## src/rtl/core/nfu_pkg.sv

```systemverilog
package nfu_pkg;

  // default table sizes
  localparam int NODE_COUNT_DEF = 32;
  localparam int UNIT_COUNT_DEF = 32;
  localparam int EDGE_COUNT_DEF = 64;

  // field widths
  localparam int CODE_W  = 17;
  localparam int DIST_W  = 17;
  localparam int LEN_W   = 12;
  localparam int IDENT_W = 10;
  localparam int KIND_W  = 2;
  localparam int BUSY_W  = 18;
  localparam int SLOT_W  = 6;

  localparam int IN_DATA_W  = 88;
  localparam int OUT_DATA_W = 48;

  localparam logic [DIST_W-1:0] DIST_MAX  = '1;
  localparam logic [BUSY_W-1:0] BUSY_BASE = 18'd15;

  typedef enum logic [1:0] {
    OP_NODE = 2'd0,
    OP_EDGE = 2'd1,
    OP_UNIT = 2'd2,
    OP_REQ  = 2'd3
  } op_t;

  typedef enum logic [2:0] {
    S_IDLE,
    S_FIND,
    S_SELECT,
    S_UNIT,
    S_EFETCH,
    S_EDGE,
    S_LOOKUP,
    S_DONE
  } state_t;

  // status from datapath to sequencer
  typedef struct packed {
    logic req_acc;
    logic find_hit;
    logic sel_found;
    logic unit_hit;
    logic edge_inc;
    logic look_hit;
    logic node_last;
    logic unit_last;
    logic edge_last;
    logic out_free;
  } status_t;

  // controls from sequencer to datapath
  typedef struct packed {
    logic in_ready;
    logic out_load;
  } ctl_t;

endpackage

```

## src/rtl/core/nfu_cmp.sv

```systemverilog
module nfu_cmp (
  input  logic [nfu_pkg::CODE_W-1:0] key,
  input  logic [nfu_pkg::CODE_W-1:0] ref_a,
  input  logic [nfu_pkg::CODE_W-1:0] ref_b,
  input  logic [nfu_pkg::DIST_W-1:0] dist_x,
  input  logic [nfu_pkg::CODE_W-1:0] code_x,
  input  logic [nfu_pkg::DIST_W-1:0] dist_y,
  input  logic [nfu_pkg::CODE_W-1:0] code_y,
  input  logic [nfu_pkg::DIST_W-1:0] add_base,
  input  logic [nfu_pkg::LEN_W-1:0]  add_len,
  output logic                       eq_a,
  output logic                       eq_b,
  output logic                       lt,
  output logic [nfu_pkg::DIST_W-1:0] sum_sat
);
  import nfu_pkg::*;

  logic [DIST_W:0] sum_w;

  // code matches
  assign eq_a = (key == ref_a);
  assign eq_b = (key == ref_b);

  // ordering on (distance, code)
  assign lt = (dist_x < dist_y) || ((dist_x == dist_y) && (code_x < code_y));

  // saturating distance add
  assign sum_w   = {1'b0, add_base} + {{(DIST_W + 1 - LEN_W){1'b0}}, add_len};
  assign sum_sat = sum_w[DIST_W] ? DIST_MAX : sum_w[DIST_W-1:0];

endmodule

```

## config.mk

```make
export PLATFORM = sky130hd
export DESIGN_NAME = nfu_cmp
export DESIGN_NICKNAME = d
export VERILOG_FILES = /design/src/rtl/core/nfu_pkg.sv /design/src/rtl/core/nfu_cmp.sv
export SDC_FILE = /design/constraint.sdc
export NUM_CORES = 1
export LEC_CHECK = 0
export BUFFER_PORTS_ARGS = -buffer_cell sky130_fd_sc_hd__clkbuf_2
export CORE_ASPECT_RATIO = 0.8
export CORE_UTILIZATION = 34
export DETAILED_ROUTE_END_ITERATION = 10
export PLACE_DENSITY = 0.82
export SETUP_SLACK_MARGIN = 0.5
export SYNTH_ARGS = -nofsm -noshare
export SYNTH_HDL_FRONTEND = slang
export SYNTH_SLANG_ARGS = --single-unit
```

## constraint.sdc

```tcl
create_clock -name vclk -period 3.3
set_input_delay 0.66 -clock vclk [all_inputs]
set_output_delay 0.66 -clock vclk [all_outputs]
set_load 0.01 [all_outputs]
```

==> flow_summary.yaml <==
run_status:
  status: "finished clean"
timing:
  drv_slew: 0
  finalHoldViolCount: 0
  setup_slack_ns: 0.305
  rsz0062_at_grt: "true"
  max_freq_ghz: 0.334
  worst_pin_slew_ns: 0.374
  period_needed_ns: 3.00
  finalCritPeriodShare_pct: 90.8
  slew-limit-headroom_pct: 74.8
  finalSetupTns_ns: 0
  setup_viol: 0
critical_path:
  crit_chain: "buf_6 > ha_4 > a21o_1 > a21oi_2 > a21oi_2 > or2_4 > or4_1 > nand4_1 > buf_2"
  path_max_fanout: 2
  cp_slowest_cell: "or4_1"
  cpMostUsedCell: "a21oi_2"
  start_kind: "input pin"
  crit_path_end_kind: "output pin"
  critPathMaxStageDelay_ns: 0.39
  required_ns: 2.64
  worstPathArrival_ns: 2.34
  endpoint: "sum_sat[11]"
  critPathLaunch: "add_len[3]"
  path_class: "input pin to output pin"
placed_design:
  dp_hpwl_um: 5280
  place_area_mm2: 0.00283
  pre_cts_ws_ns: 0.204
  place_inst: 497
  globalplace.congestion: 0.826
  port_buffers: 168
clock_network:
  cts_hold_buffers: 0
synth:
  ys.warnings.count: 0
  post-synth-top-count-cell: "ha_1"
  ys_top_cells_by_area: "ha_1, xor2_1, inv_1"
  yosys.area.top_type_share_pct: 29.8
  ys_types: 34
  syn_inst: 267
  synth_top_cell_by_area: "ha_1"
  yosys-top-cells-count: "ha_1, inv_1, xor2_1"
  syn_avg_cell_area_um2: 7.07
  synth_nets: 461
  ys_seq_area_share_pct: 0
  syn_area_mm2: 0.00189
route:
  wl_met2_um: 3710
  drc: 0
  met1_length_um: 2550
  vias_per_cell: 5.13
  wl_met3_um: 512
  antenna_left: 0
  top_layer: "met4"
  drt-pass1-iter-count: 4
  route.vias.total: 2593
  wl_um: 6910
  drt_iter0_drc: 69
  wl_per_cell_um: 13.7
finish:
  area_delta_synth_final_pct: 68.5
  final.clkbuf_count: 0
  regArea_um2: 0
  drive_gt1_share_pct: 49.7
  finalNetCount: 639
  fin_cells: 505
  seq_cell_count: 0
  fill_cells: 415
  multi_input_area_mm2: 0.00195
  fin_area_mm2: 0.00318
  n_antenna_cell: 0
pwr:
  power_density_mw_per_mm2: 165
  peakVddDrop_uv: 178
  leakagePower_nw: 1.82
global_routing:
  grt_pass1_vias: 2258
  grt_start_max_net_pins: 7
  antenna_found_initial: 0
  grtUsageTotal_pct: 18.6
  grt_pass1_wl_um: 9010
  gr-total-overflow: 0
floorplanning:
  fp.dieH_um: 68.6
  dieWidth_um: 85.3
  fp-row-count: 23
  io_pins: 168
  start_util_pct: 36.4
  dieArea_mm2: 0.00585
  coreArea_mm2: 0.00518
hold_path:
  hold_class: "input pin to output pin"
flow_run:
  cap_violations: 0
logic make-up (layout without fill, tap and decap cells):
logic type / count (synthesis) / count (layout) / synth area share [%]
AOI/OAI and AO/OA: 57 / 57 / 18.6
adders and majority gates: 46 / 46 / 30.9
muxes: 1 / 1 / 0.531
and+or+nand+nor: 74 / 74 / 20.2
buffers and inverters: 44 / 220 / 8.95
xor gates and xnor gates: 45 / 45 / 20.9
where the power goes:
part / internal (mW) / switching, mW
combinational: 0.269 / 0.254
clock: 0 / 0
sequential: 0 / 0
worst min path at each step:
stage	from	endpoint	slack [ns]	depth (start not counted)
floorplan	add_base[13]	sum_sat[13]	1.40	1
global placement	add_base[13]	sum_sat[13]	1.63	3
detailed placement	add_base[13]	sum_sat[13]	1.62	3
CTS	add_base[13]	sum_sat[13]	1.63	3
global route	add_base[13]	sum_sat[13]	1.66	3
finish	add_base[13]	sum_sat[13]	1.66	3
cell type report:
class / count / share of cell area, %
well taps: 62 / 2.44
multi-input cells: 223 / 61.4
inverters: 43 / 5.08
repair buffers: 177 / 31.1
routing by layer:
layer  vias to the layer above  track usage [%]
met4                         0             1.88
met5                         -                0
met3                        16             1.31
met2                       157             41.3
li1                       1289                -
met1                      1131             20.0
cell usage in the layout (no fill, tap or decap), types with 8 or more instances in the layout:
| master | Yosys | routed |
|---|---|---|
| ha_1 | 45 | 36 |
| buf_6 | 0 | 15 |
| inv_1 | 43 | 42 |
| a21oi_2 | 2 | 9 |
| xnor2_1 | 13 | 12 |
| clkbuf_2 | 0 | 153 |
| nand4_1 | 11 | 11 |
| nand2_1 | 24 | 14 |
| nor2_1 | 9 | 8 |
| a21oi_1 | 24 | 16 |
| xor2_1 | 32 | 32 |
metrics by stage:
step / util (%) / power (mW) / hold slack, ns
floorplan: - / 0.236 / 1.40
global placement: 54.5 / 0.408 / 1.63
detailed placement: 54.5 / 0.416 / 1.62
CTS: 57.7 / 0.457 / 1.63
global route: 61.4 / 0.568 / 1.66
finish: 61.4 / 0.523 / 1.66
critical path: cells and delay by family:
family / cells / cell delay [ns]
AOI/OAI and AO/OA: 3 / 0.45
and+or+nand+nor: 3 / 0.76
adders and majority gates: 1 / 0.24
buffers and inverters: 2 / 0.24
repair_timing:
item                       CTS  global route
setup endpoints to repair   18            18
resized for setup           32            48
cloned                       1             0
pin swaps                   18            18
setup buffers                5             2
(Power assumes the default switching activity.)
