--- src/rtl/core/nfu_pkg.sv ---
package nfu_pkg;

  // default table sizes
  localparam int NODE_COUNT_DEF = 32;
  localparam int UNIT_COUNT_DEF = 32;
  localparam int EDGE_COUNT_DEF = 64;

  // field widths
  localparam int CODE_W  = 17;
  localparam int DIST_W  = 17;
  localparam int LEN_W   = 12;
  localparam int IDENT_W = 10;
  localparam int KIND_W  = 2;
  localparam int BUSY_W  = 18;
  localparam int SLOT_W  = 6;

  localparam int IN_DATA_W  = 88;
  localparam int OUT_DATA_W = 48;

  localparam logic [DIST_W-1:0] DIST_MAX  = '1;
  localparam logic [BUSY_W-1:0] BUSY_BASE = 18'd15;

  typedef enum logic [1:0] {
    OP_NODE = 2'd0,
    OP_EDGE = 2'd1,
    OP_UNIT = 2'd2,
    OP_REQ  = 2'd3
  } op_t;

  typedef enum logic [2:0] {
    S_IDLE,
    S_FIND,
    S_SELECT,
    S_UNIT,
    S_EFETCH,
    S_EDGE,
    S_LOOKUP,
    S_DONE
  } state_t;

  // status from datapath to sequencer
  typedef struct packed {
    logic req_acc;
    logic find_hit;
    logic sel_found;
    logic unit_hit;
    logic edge_inc;
    logic look_hit;
    logic node_last;
    logic unit_last;
    logic edge_last;
    logic out_free;
  } status_t;

  // controls from sequencer to datapath
  typedef struct packed {
    logic in_ready;
    logic out_load;
  } ctl_t;

endpackage

--- src/rtl/core/nfu_ctrl.sv ---
module nfu_ctrl (
  input  logic             clk,
  input  logic             rst_n,
  input  nfu_pkg::status_t st,
  output nfu_pkg::state_t  state,
  output nfu_pkg::state_t  state_next,
  output nfu_pkg::ctl_t    ctl
);
  import nfu_pkg::*;

  state_t state_r, state_nxt;

  // state register
  always_ff @(posedge clk) begin
    if (!rst_n) begin
      state_r <= S_IDLE;
    end else begin
      state_r <= state_nxt;
    end
  end

  // next state
  always_comb begin
    state_nxt = state_r;
    case (state_r)
      S_IDLE: begin
        if (st.req_acc) state_nxt = S_FIND;
      end
      S_FIND: begin
        if (st.find_hit) state_nxt = S_SELECT;
        else if (st.node_last) state_nxt = S_DONE;
      end
      S_SELECT: begin
        if (st.node_last) state_nxt = st.sel_found ? S_UNIT : S_DONE;
      end
      S_UNIT: begin
        if (st.unit_hit) state_nxt = S_DONE;
        else if (st.unit_last) state_nxt = S_EFETCH;
      end
      S_EFETCH: begin
        state_nxt = S_EDGE;
      end
      S_EDGE: begin
        if (st.edge_inc) state_nxt = S_LOOKUP;
        else state_nxt = st.edge_last ? S_SELECT : S_EFETCH;
      end
      S_LOOKUP: begin
        if (st.look_hit || st.node_last) state_nxt = st.edge_last ? S_SELECT : S_EFETCH;
      end
      S_DONE: begin
        if (st.out_free) state_nxt = S_IDLE;
      end
      default: state_nxt = S_IDLE;
    endcase
  end

  // outputs
  always_comb begin
    ctl.in_ready = (state_r == S_IDLE) && st.out_free;
    ctl.out_load = (state_r == S_DONE) && st.out_free;
  end

  assign state      = state_r;
  assign state_next = state_nxt;

endmodule

--- config.mk ---
export PLATFORM = sky130hd
export DESIGN_NAME = nfu_ctrl
export DESIGN_NICKNAME = d
export VERILOG_FILES = /design/src/rtl/core/nfu_pkg.sv /design/src/rtl/core/nfu_ctrl.sv
export SDC_FILE = /design/constraint.sdc
export NUM_CORES = 1
export LEC_CHECK = 0
export BUFFER_PORTS_ARGS = -buffer_cell sky130_fd_sc_hd__buf_2
export CAP_MARGIN = 20
export CORE_AREA = 8 8 45 47
export DETAILED_ROUTE_END_ITERATION = 7
export DIE_AREA = 0 0 53 55
export SLEW_MARGIN = 20
export SYNTH_ARGS = -nofsm -noshare
export SYNTH_HDL_FRONTEND = slang
export SYNTH_SLANG_ARGS = --single-unit
export TNS_END_PERCENT = 100
--- constraint.sdc ---
create_clock -name clk -period 1.3 [get_ports clk]
set_clock_uncertainty 0.05 [all_clocks]
set_input_delay 0.26 -clock clk [delete_from_list [all_inputs] [get_ports clk]]
set_output_delay 0.26 -clock clk [all_outputs]
set_load 0.02 [all_outputs]
==> results.toml, run 1 <==
[status]
outcome = "finished with violations"
violations_in_the_final_reports = "setup timing"

[clocking]
cts_buffer_depth = 2
insertion_delay_ns = 0.24
total_clock_buffers_created_by_cts = 3
register_clock_pin_slew_on_the_reported_worst_setup_and_hold_paths_ns = 0.04
cts_tree = "done"
numClockSinks = 3
htree_num_levels = 1
cts.root.buffer_cell = "sky130_fd_sc_hd__clkbuf_4"

[synth]
yosys_register_bits = 3
synthesis.area_per_instance_um2 = 6.67
synth.top_cells.by_area = "sky130_fd_sc_hd__dfxtp_1, sky130_fd_sc_hd__o21ai_0, sky130_fd_sc_hd__a31oi_1"
synth.cell_area_um2 = 300
synth_largest_type_area_fraction = 0.200
synth.distinct_cells = 22
synth_warnings = 0
syn-instance-count = 45
synth_seq_area_share = 0.200
synth.largest_area_cell = "sky130_fd_sc_hd__dfxtp_1"
synthesis.nets = 57

[die]
floorplan.die_area_um2 = 2920
chipHeight_um = 55
die_w_um = 53
floorplan.initialDensity = 0.217
num_rows = 14
boundaryPins = 20
fp.coreArea_um2 = 1380

[placed_design]
dpl-instance-area_um2 = 544
pre_cts_ws_ns = -0.214
place.gp.congestion = 0.883
io_buffer_count = 19
detailedPlacementHpwl_um = 925

[power]
comb_power_share = 0.648
vdd.ir_drop.worst_uv = 781
p_sw_frac = 0.387
clock_power_share = 0.197
power.static_leakage_nw = 0.323
power.net_switching_mw = 0.331
p_int_mw = 0.524
power_per_cell_area_nw_per_um2 = 1200
power.share.sequential = 0.155

[finish]
area_delta_synth_final_pct = 138
post-route-util = 0.515
mostFrequentLayoutCell = "sky130_fd_sc_hd__buf_4"
final-seq-area_um2 = 68.8
fraction_of_final_layout_cells_sized_beyond_drive_strength_1 = 0.699
area_taken_by_multi_input_logic_gates_um2 = 309
num-fill-cells = 138
most-common-layout-cells = "sky130_fd_sc_hd__buf_4, sky130_fd_sc_hd__buf_2, sky130_fd_sc_hd__buf_6"
design_area_um2 = 713
flip_flop_count_of_the_largest_register_after_layout = 3
net_total_in_the_final_layout = 96
antennaDiodeCount = 0

[sta]
max-slew-margin-rel = 0.860
timing_max_transition_violations_final = 0
hold_viol_final = 0
finalSetupViolCount = 7
grt_setup_unrepaired = "yes"
timing_worst_slew_pin_value_ns = 0.208
period_needed_ns = 1.73
max_freq_mhz = 577
final.period_utilization = 1.33
postLayoutSetupSlackWorst_ns = -0.433

[route]
viasPerCell = 4.99
final_antenna_net_count = 0
dr_total_vias = 494
drt_iter0_drc = 10
router_iterations_before_antenna_repair = 4
totalWireLength_um = 1360
avgRoutedWirePerCell_um = 13.7
route.detailed.drc = 0

[grt]
antenna_found_initial = 0
via_count_of_the_first_global_routing_pass = 502
grt_util_all_layers = 0.0960
grt_pass1_wl_um = 2170
largest_net_degree_at_the_start_of_global_routing = 11
gr-total-overflow = 0

[setup_path]
cell_by_cell_listing_of_the_critical_path = "inv_2 -> or3_4 -> a21oi_4 -> nor3_2 -> buf_4"
crit_arrival_ns = 1.42
timing.critical_path.from = "state[2]$_SDFF_PN0_"
crit_path_max_fanout = 5
critical_path.startpoint_type = "register"
crit_required_ns = 0.99
critical_path.slowest_cell = "sky130_fd_sc_hd__or3_4"
slowest_delay_ns = 0.39
ff2ff_path_depth = 5
r2r_setup_slack_ns = -0.07
rr_startpoint = "state[2]$_SDFF_PN0_"
critPathKind = "reg2out"
end_kind = "primary output"
rr_endpoint = "state[0]$_SDFF_PN0_"

[worst_hold_path]
holdCritStartpoint = "rst_n"
timing.hold.worst_path_depth = 2
hold_path.class = "in2reg"
hold-path-endpoint = "state[0]$_SDFF_PN0_"

[job]
cap_viol_max_count = 0
repair_timing:
item,4_1_cts,5_1_grt
setup buffers,7,4
pin swaps,7,7
hold buffers,0,0
gates resized for setup,15,13
setup endpoints to repair,7,7
hold endpoints to repair,0,0
kinds of logic (layout without fill, tap and decap cells):
kind of cell / count (synthesis) / count (layout) / share of synthesized area
AOI/OAI and AO/OA: 12 / 12 / 0.225
buffers and inverters: 5 / 43 / 0.0958
DFF: 3 / 3 / 0.200
and+or+nand+nor: 25 / 25 / 0.479
worst max-delay path, delay by kind of cell (launching register included):
kind | cells | cell delay, ns
buffers and inverters | 2 | 0.19
DFF | 1 | 0.36
and+or+nand+nor | 2 | 0.45
AOI/OAI and AO/OA | 1 | 0.18
power groups by stage:
stage          sequential [mW]  combinational, mW  clock [mW]
3_3_place_gp             0.131              0.386           0
3_5_place_dp             0.131              0.391           0
6_report                 0.133              0.554       0.168
4_1_cts                  0.131              0.517       0.169
2_1_floorplan            0.145              0.213           0
5_1_grt                  0.135              0.598       0.189
area by class of cell:
type                       instances  area share
multi-input combinational         37       0.433
sequential                         3      0.0965
clock buffer                       4      0.0368
tap                               16      0.0281
timing repair buffer              37       0.395
inverter                           2      0.0105
cells in the mapped netlist:
master,n
sky130_fd_sc_hd__a31oi_1,3
sky130_fd_sc_hd__nand4b_1,1
sky130_fd_sc_hd__inv_1,2
sky130_fd_sc_hd__nand3_1,2
sky130_fd_sc_hd__or3b_1,2
sky130_fd_sc_hd__nand4_1,2
sky130_fd_sc_hd__nand2_1,5
sky130_fd_sc_hd__a21o_1,1
sky130_fd_sc_hd__nor4b_1,1
sky130_fd_sc_hd__o22ai_1,1
sky130_fd_sc_hd__and2_1,1
sky130_fd_sc_hd__nor4_1,2
sky130_fd_sc_hd__o21ai_0,5
sky130_fd_sc_hd__nand2b_1,2
sky130_fd_sc_hd__dfxtp_1,3
sky130_fd_sc_hd__nor3_1,1
sky130_fd_sc_hd__buf_6,1
sky130_fd_sc_hd__nor2_1,3
sky130_fd_sc_hd__or3_1,2
sky130_fd_sc_hd__buf_2,2
sky130_fd_sc_hd__and2b_1,1
sky130_fd_sc_hd__a21oi_1,2
stage by stage:
stage               hold WS, ns  std cells  power, mW  TNS (ns)
floorplan                 0.331         45      0.358    -0.354
global placement          0.431         90      0.517    -0.618
detailed placement        0.434         90      0.522    -0.636
CTS                       0.193        101      0.817     -1.86
global route              0.202         99      0.922     -2.10
finish                    0.215         99      0.855     -1.76
per-layer routing:
| layer | global-route usage | vias to the layer above | part of all wire |
|---|---|---|---|
| li1 | - | 243 | - |
| met1 | 0.115 | 231 | 0.41 |
| met2 | 0.162 | 20 | 0.53 |
| met3 | 0.0294 | 0 | 0.058 |
| met4 | 0.0259 | 0 | 0 |
| met5 | 0 | - | 0 |
worst max-delay path by stage:
| stage | to | depth (start not counted) |
|---|---|---|
| floorplan | state_next[1] | 5 |
| global placement | state_next[1] | 5 |
| detailed placement | state_next[1] | 5 |
| CTS | state_next[1] | 6 |
| global route | state_next[1] | 5 |
| finish | state_next[1] | 5 |
(Power assumes the default switching activity.)
==> run 2: changes to the inputs <==
--- a/config.mk
+++ b/config.mk
@@ -8,6 +8,7 @@
 export BUFFER_PORTS_ARGS = -buffer_cell sky130_fd_sc_hd__buf_2
 export CAP_MARGIN = 20
 export CORE_AREA = 8 8 45 47
+export CTS_BUF_LIST = sky130_fd_sc_hd__clkbuf_2 sky130_fd_sc_hd__clkbuf_4 sky130_fd_sc_hd__clkbuf_8
 export DETAILED_ROUTE_END_ITERATION = 7
 export DIE_AREA = 0 0 53 55
 export SLEW_MARGIN = 20
==> run 2 against run 1 <==
  * The flow still finishes with violations (setup timing)
  * Sequential share of layout area decreased by 0.051 points
  * Design area increased by 0.53%
  * Critical endpoint unchanged
  * Worst hold slack got worse by 0.0021 ns
  * Combinational power about the same
  * Non-clock buffer count unchanged
  * Final cell count unchanged
  * Register-to-register slack about the same
==> results.toml, run 2 (same netlist as run 1, synthesis figures left out) <==
[power]
power_per_cell_area_nw_per_um2 = 1230
vdd.ir_drop.worst_uv = 784
totalPowerFinal_mw = 0.878
power.static_leakage_nw = 0.326

[die]
floorplan.die_area_um2 = 2920
num_rows = 14
boundaryPins = 20
fp.coreArea_um2 = 1380
die_w_um = 53
chipHeight_um = 55
floorplan.initialDensity = 0.217

[route]
route.detailed.drc = 0
avgRoutedWirePerCell_um = 13.7
dr_total_vias = 494
router_iterations_before_antenna_repair = 4
totalWireLength_um = 1360
drt_iter0_drc = 10
final_antenna_net_count = 0
viasPerCell = 4.99

[sta]
period_needed_ns = 1.73
max-slew-margin-rel = 0.860
timing_worst_slew_pin_value_ns = 0.208
final.period_utilization = 1.33
postLayoutSetupSlackWorst_ns = -0.433
grt_setup_unrepaired = "yes"
hold_viol_final = 0
finalSetupViolCount = 7
timing_max_transition_violations_final = 0
max_freq_mhz = 577

[setup_path]
crit_arrival_ns = 1.42
critical_path.startpoint_type = "register"
end_kind = "primary output"
crit_required_ns = 0.99
critPathKind = "reg2out"
crit_path_max_fanout = 5

[finish]
post-route-util = 0.518
mostFrequentLayoutCell = "sky130_fd_sc_hd__buf_4"
most-common-layout-cells = "sky130_fd_sc_hd__buf_4, sky130_fd_sc_hd__buf_2, sky130_fd_sc_hd__buf_6"
antennaDiodeCount = 0
flip_flop_count_of_the_largest_register_after_layout = 3
net_total_in_the_final_layout = 96
design_area_um2 = 717
instances_no_fill = 99
fraction_of_final_layout_cells_sized_beyond_drive_strength_1 = 0.711
num-fill-cells = 136
area_delta_synth_final_pct = 139

[clocking]
insertion_delay_ns = 0.24
htree_num_levels = 1
cts_buffer_depth = 2
numClockSinks = 3
holdBufCountCts = 0
cts.root.buffer_cell = "sky130_fd_sc_hd__clkbuf_4"
cts_tree = "done"
register_clock_pin_slew_on_the_reported_worst_setup_and_hold_paths_ns = 0.04
total_clock_buffers_created_by_cts = 3

[placed_design]
detailedPlacementHpwl_um = 925
io_buffer_count = 19
placed_cells = 90
place.gp.congestion = 0.883
dpl-instance-area_um2 = 544

[status]
violations_in_the_final_reports = "setup timing"
outcome = "finished with violations"

[grt]
largest_net_degree_at_the_start_of_global_routing = 11
gr-total-overflow = 0
via_count_of_the_first_global_routing_pass = 503
grt_util_all_layers = 0.0960
grt_pass1_wl_um = 2170
antenna_found_initial = 0

[worst_hold_path]
hold_path.class = "in2reg"

[job]
cap_viol_max_count = 0
[run 2: through the flow]
step	setup TNS (ns)	setup WS [ns]	hold WS, ns
floorplan	-0.354	-0.160	0.331
global placement	-0.618	-0.211	0.431
detailed placement	-0.636	-0.214	0.434
CTS	-1.86	-0.375	0.193
global route	-2.10	-0.486	0.204
finish	-1.76	-0.433	0.213
[run 2: power by group]
group / total, mW / internal, mW / switching [mW]
clock: 0.192 / 0.136 / 0.0553
combinational: 0.554 / 0.297 / 0.258
sequential: 0.133 / 0.112 / 0.0204
[run 2: layout make-up]
| class | count | area, µm² | share of cell area |
|---|---|---|---|
| multi-input cells | 37 | 309 | 0.431 |
| repair buffers | 37 | 282 | 0.393 |
| flip-flops and latches | 3 | 68.8 | 0.0960 |
| clock buffers | 4 | 30.0 | 0.0419 |
| well taps | 16 | 20.0 | 0.0279 |
| inverters | 2 | 7.51 | 0.0105 |
[run 2: worst max-delay path, cell delays in order, from the launching register on]
cell	delay, ns
sky130_fd_sc_hd__dfxtp_4	0.36
sky130_fd_sc_hd__inv_2	0.04
sky130_fd_sc_hd__or3_4	0.39
sky130_fd_sc_hd__a21oi_4	0.18
sky130_fd_sc_hd__nor3_2	0.06
sky130_fd_sc_hd__buf_4	0.15
[run 2: routing by layer]
layer / track usage / routed length (µm)
met1: 0.115 / 552
met5: 0 / 0
met2: 0.162 / 726
met3: 0.0294 / 79
met4: 0.0259 / 0
[run 2: what timing repair did]
item / 4_1_cts / 5_1_grt
setup buffers: 7 / 4
resized for setup: 15 / 13
pin swaps: 7 / 7
setup endpoints to repair: 7 / 7
[run 2: worst paths after layout]
kind / start / slack, ns / depth (start not counted) / to
max: state[2]$_SDFF_PN0_ / -0.43 / 5 / state_next[1]
min: rst_n / 0.21 / 2 / state[0]$_SDFF_PN0_
max reg2reg: state[2]$_SDFF_PN0_ / -0.07 / 6 / state[1]$_SDFF_PN0_
min reg2reg: state[1]$_SDFF_PN0_ / 0.57 / 2 / state[2]$_SDFF_PN0_
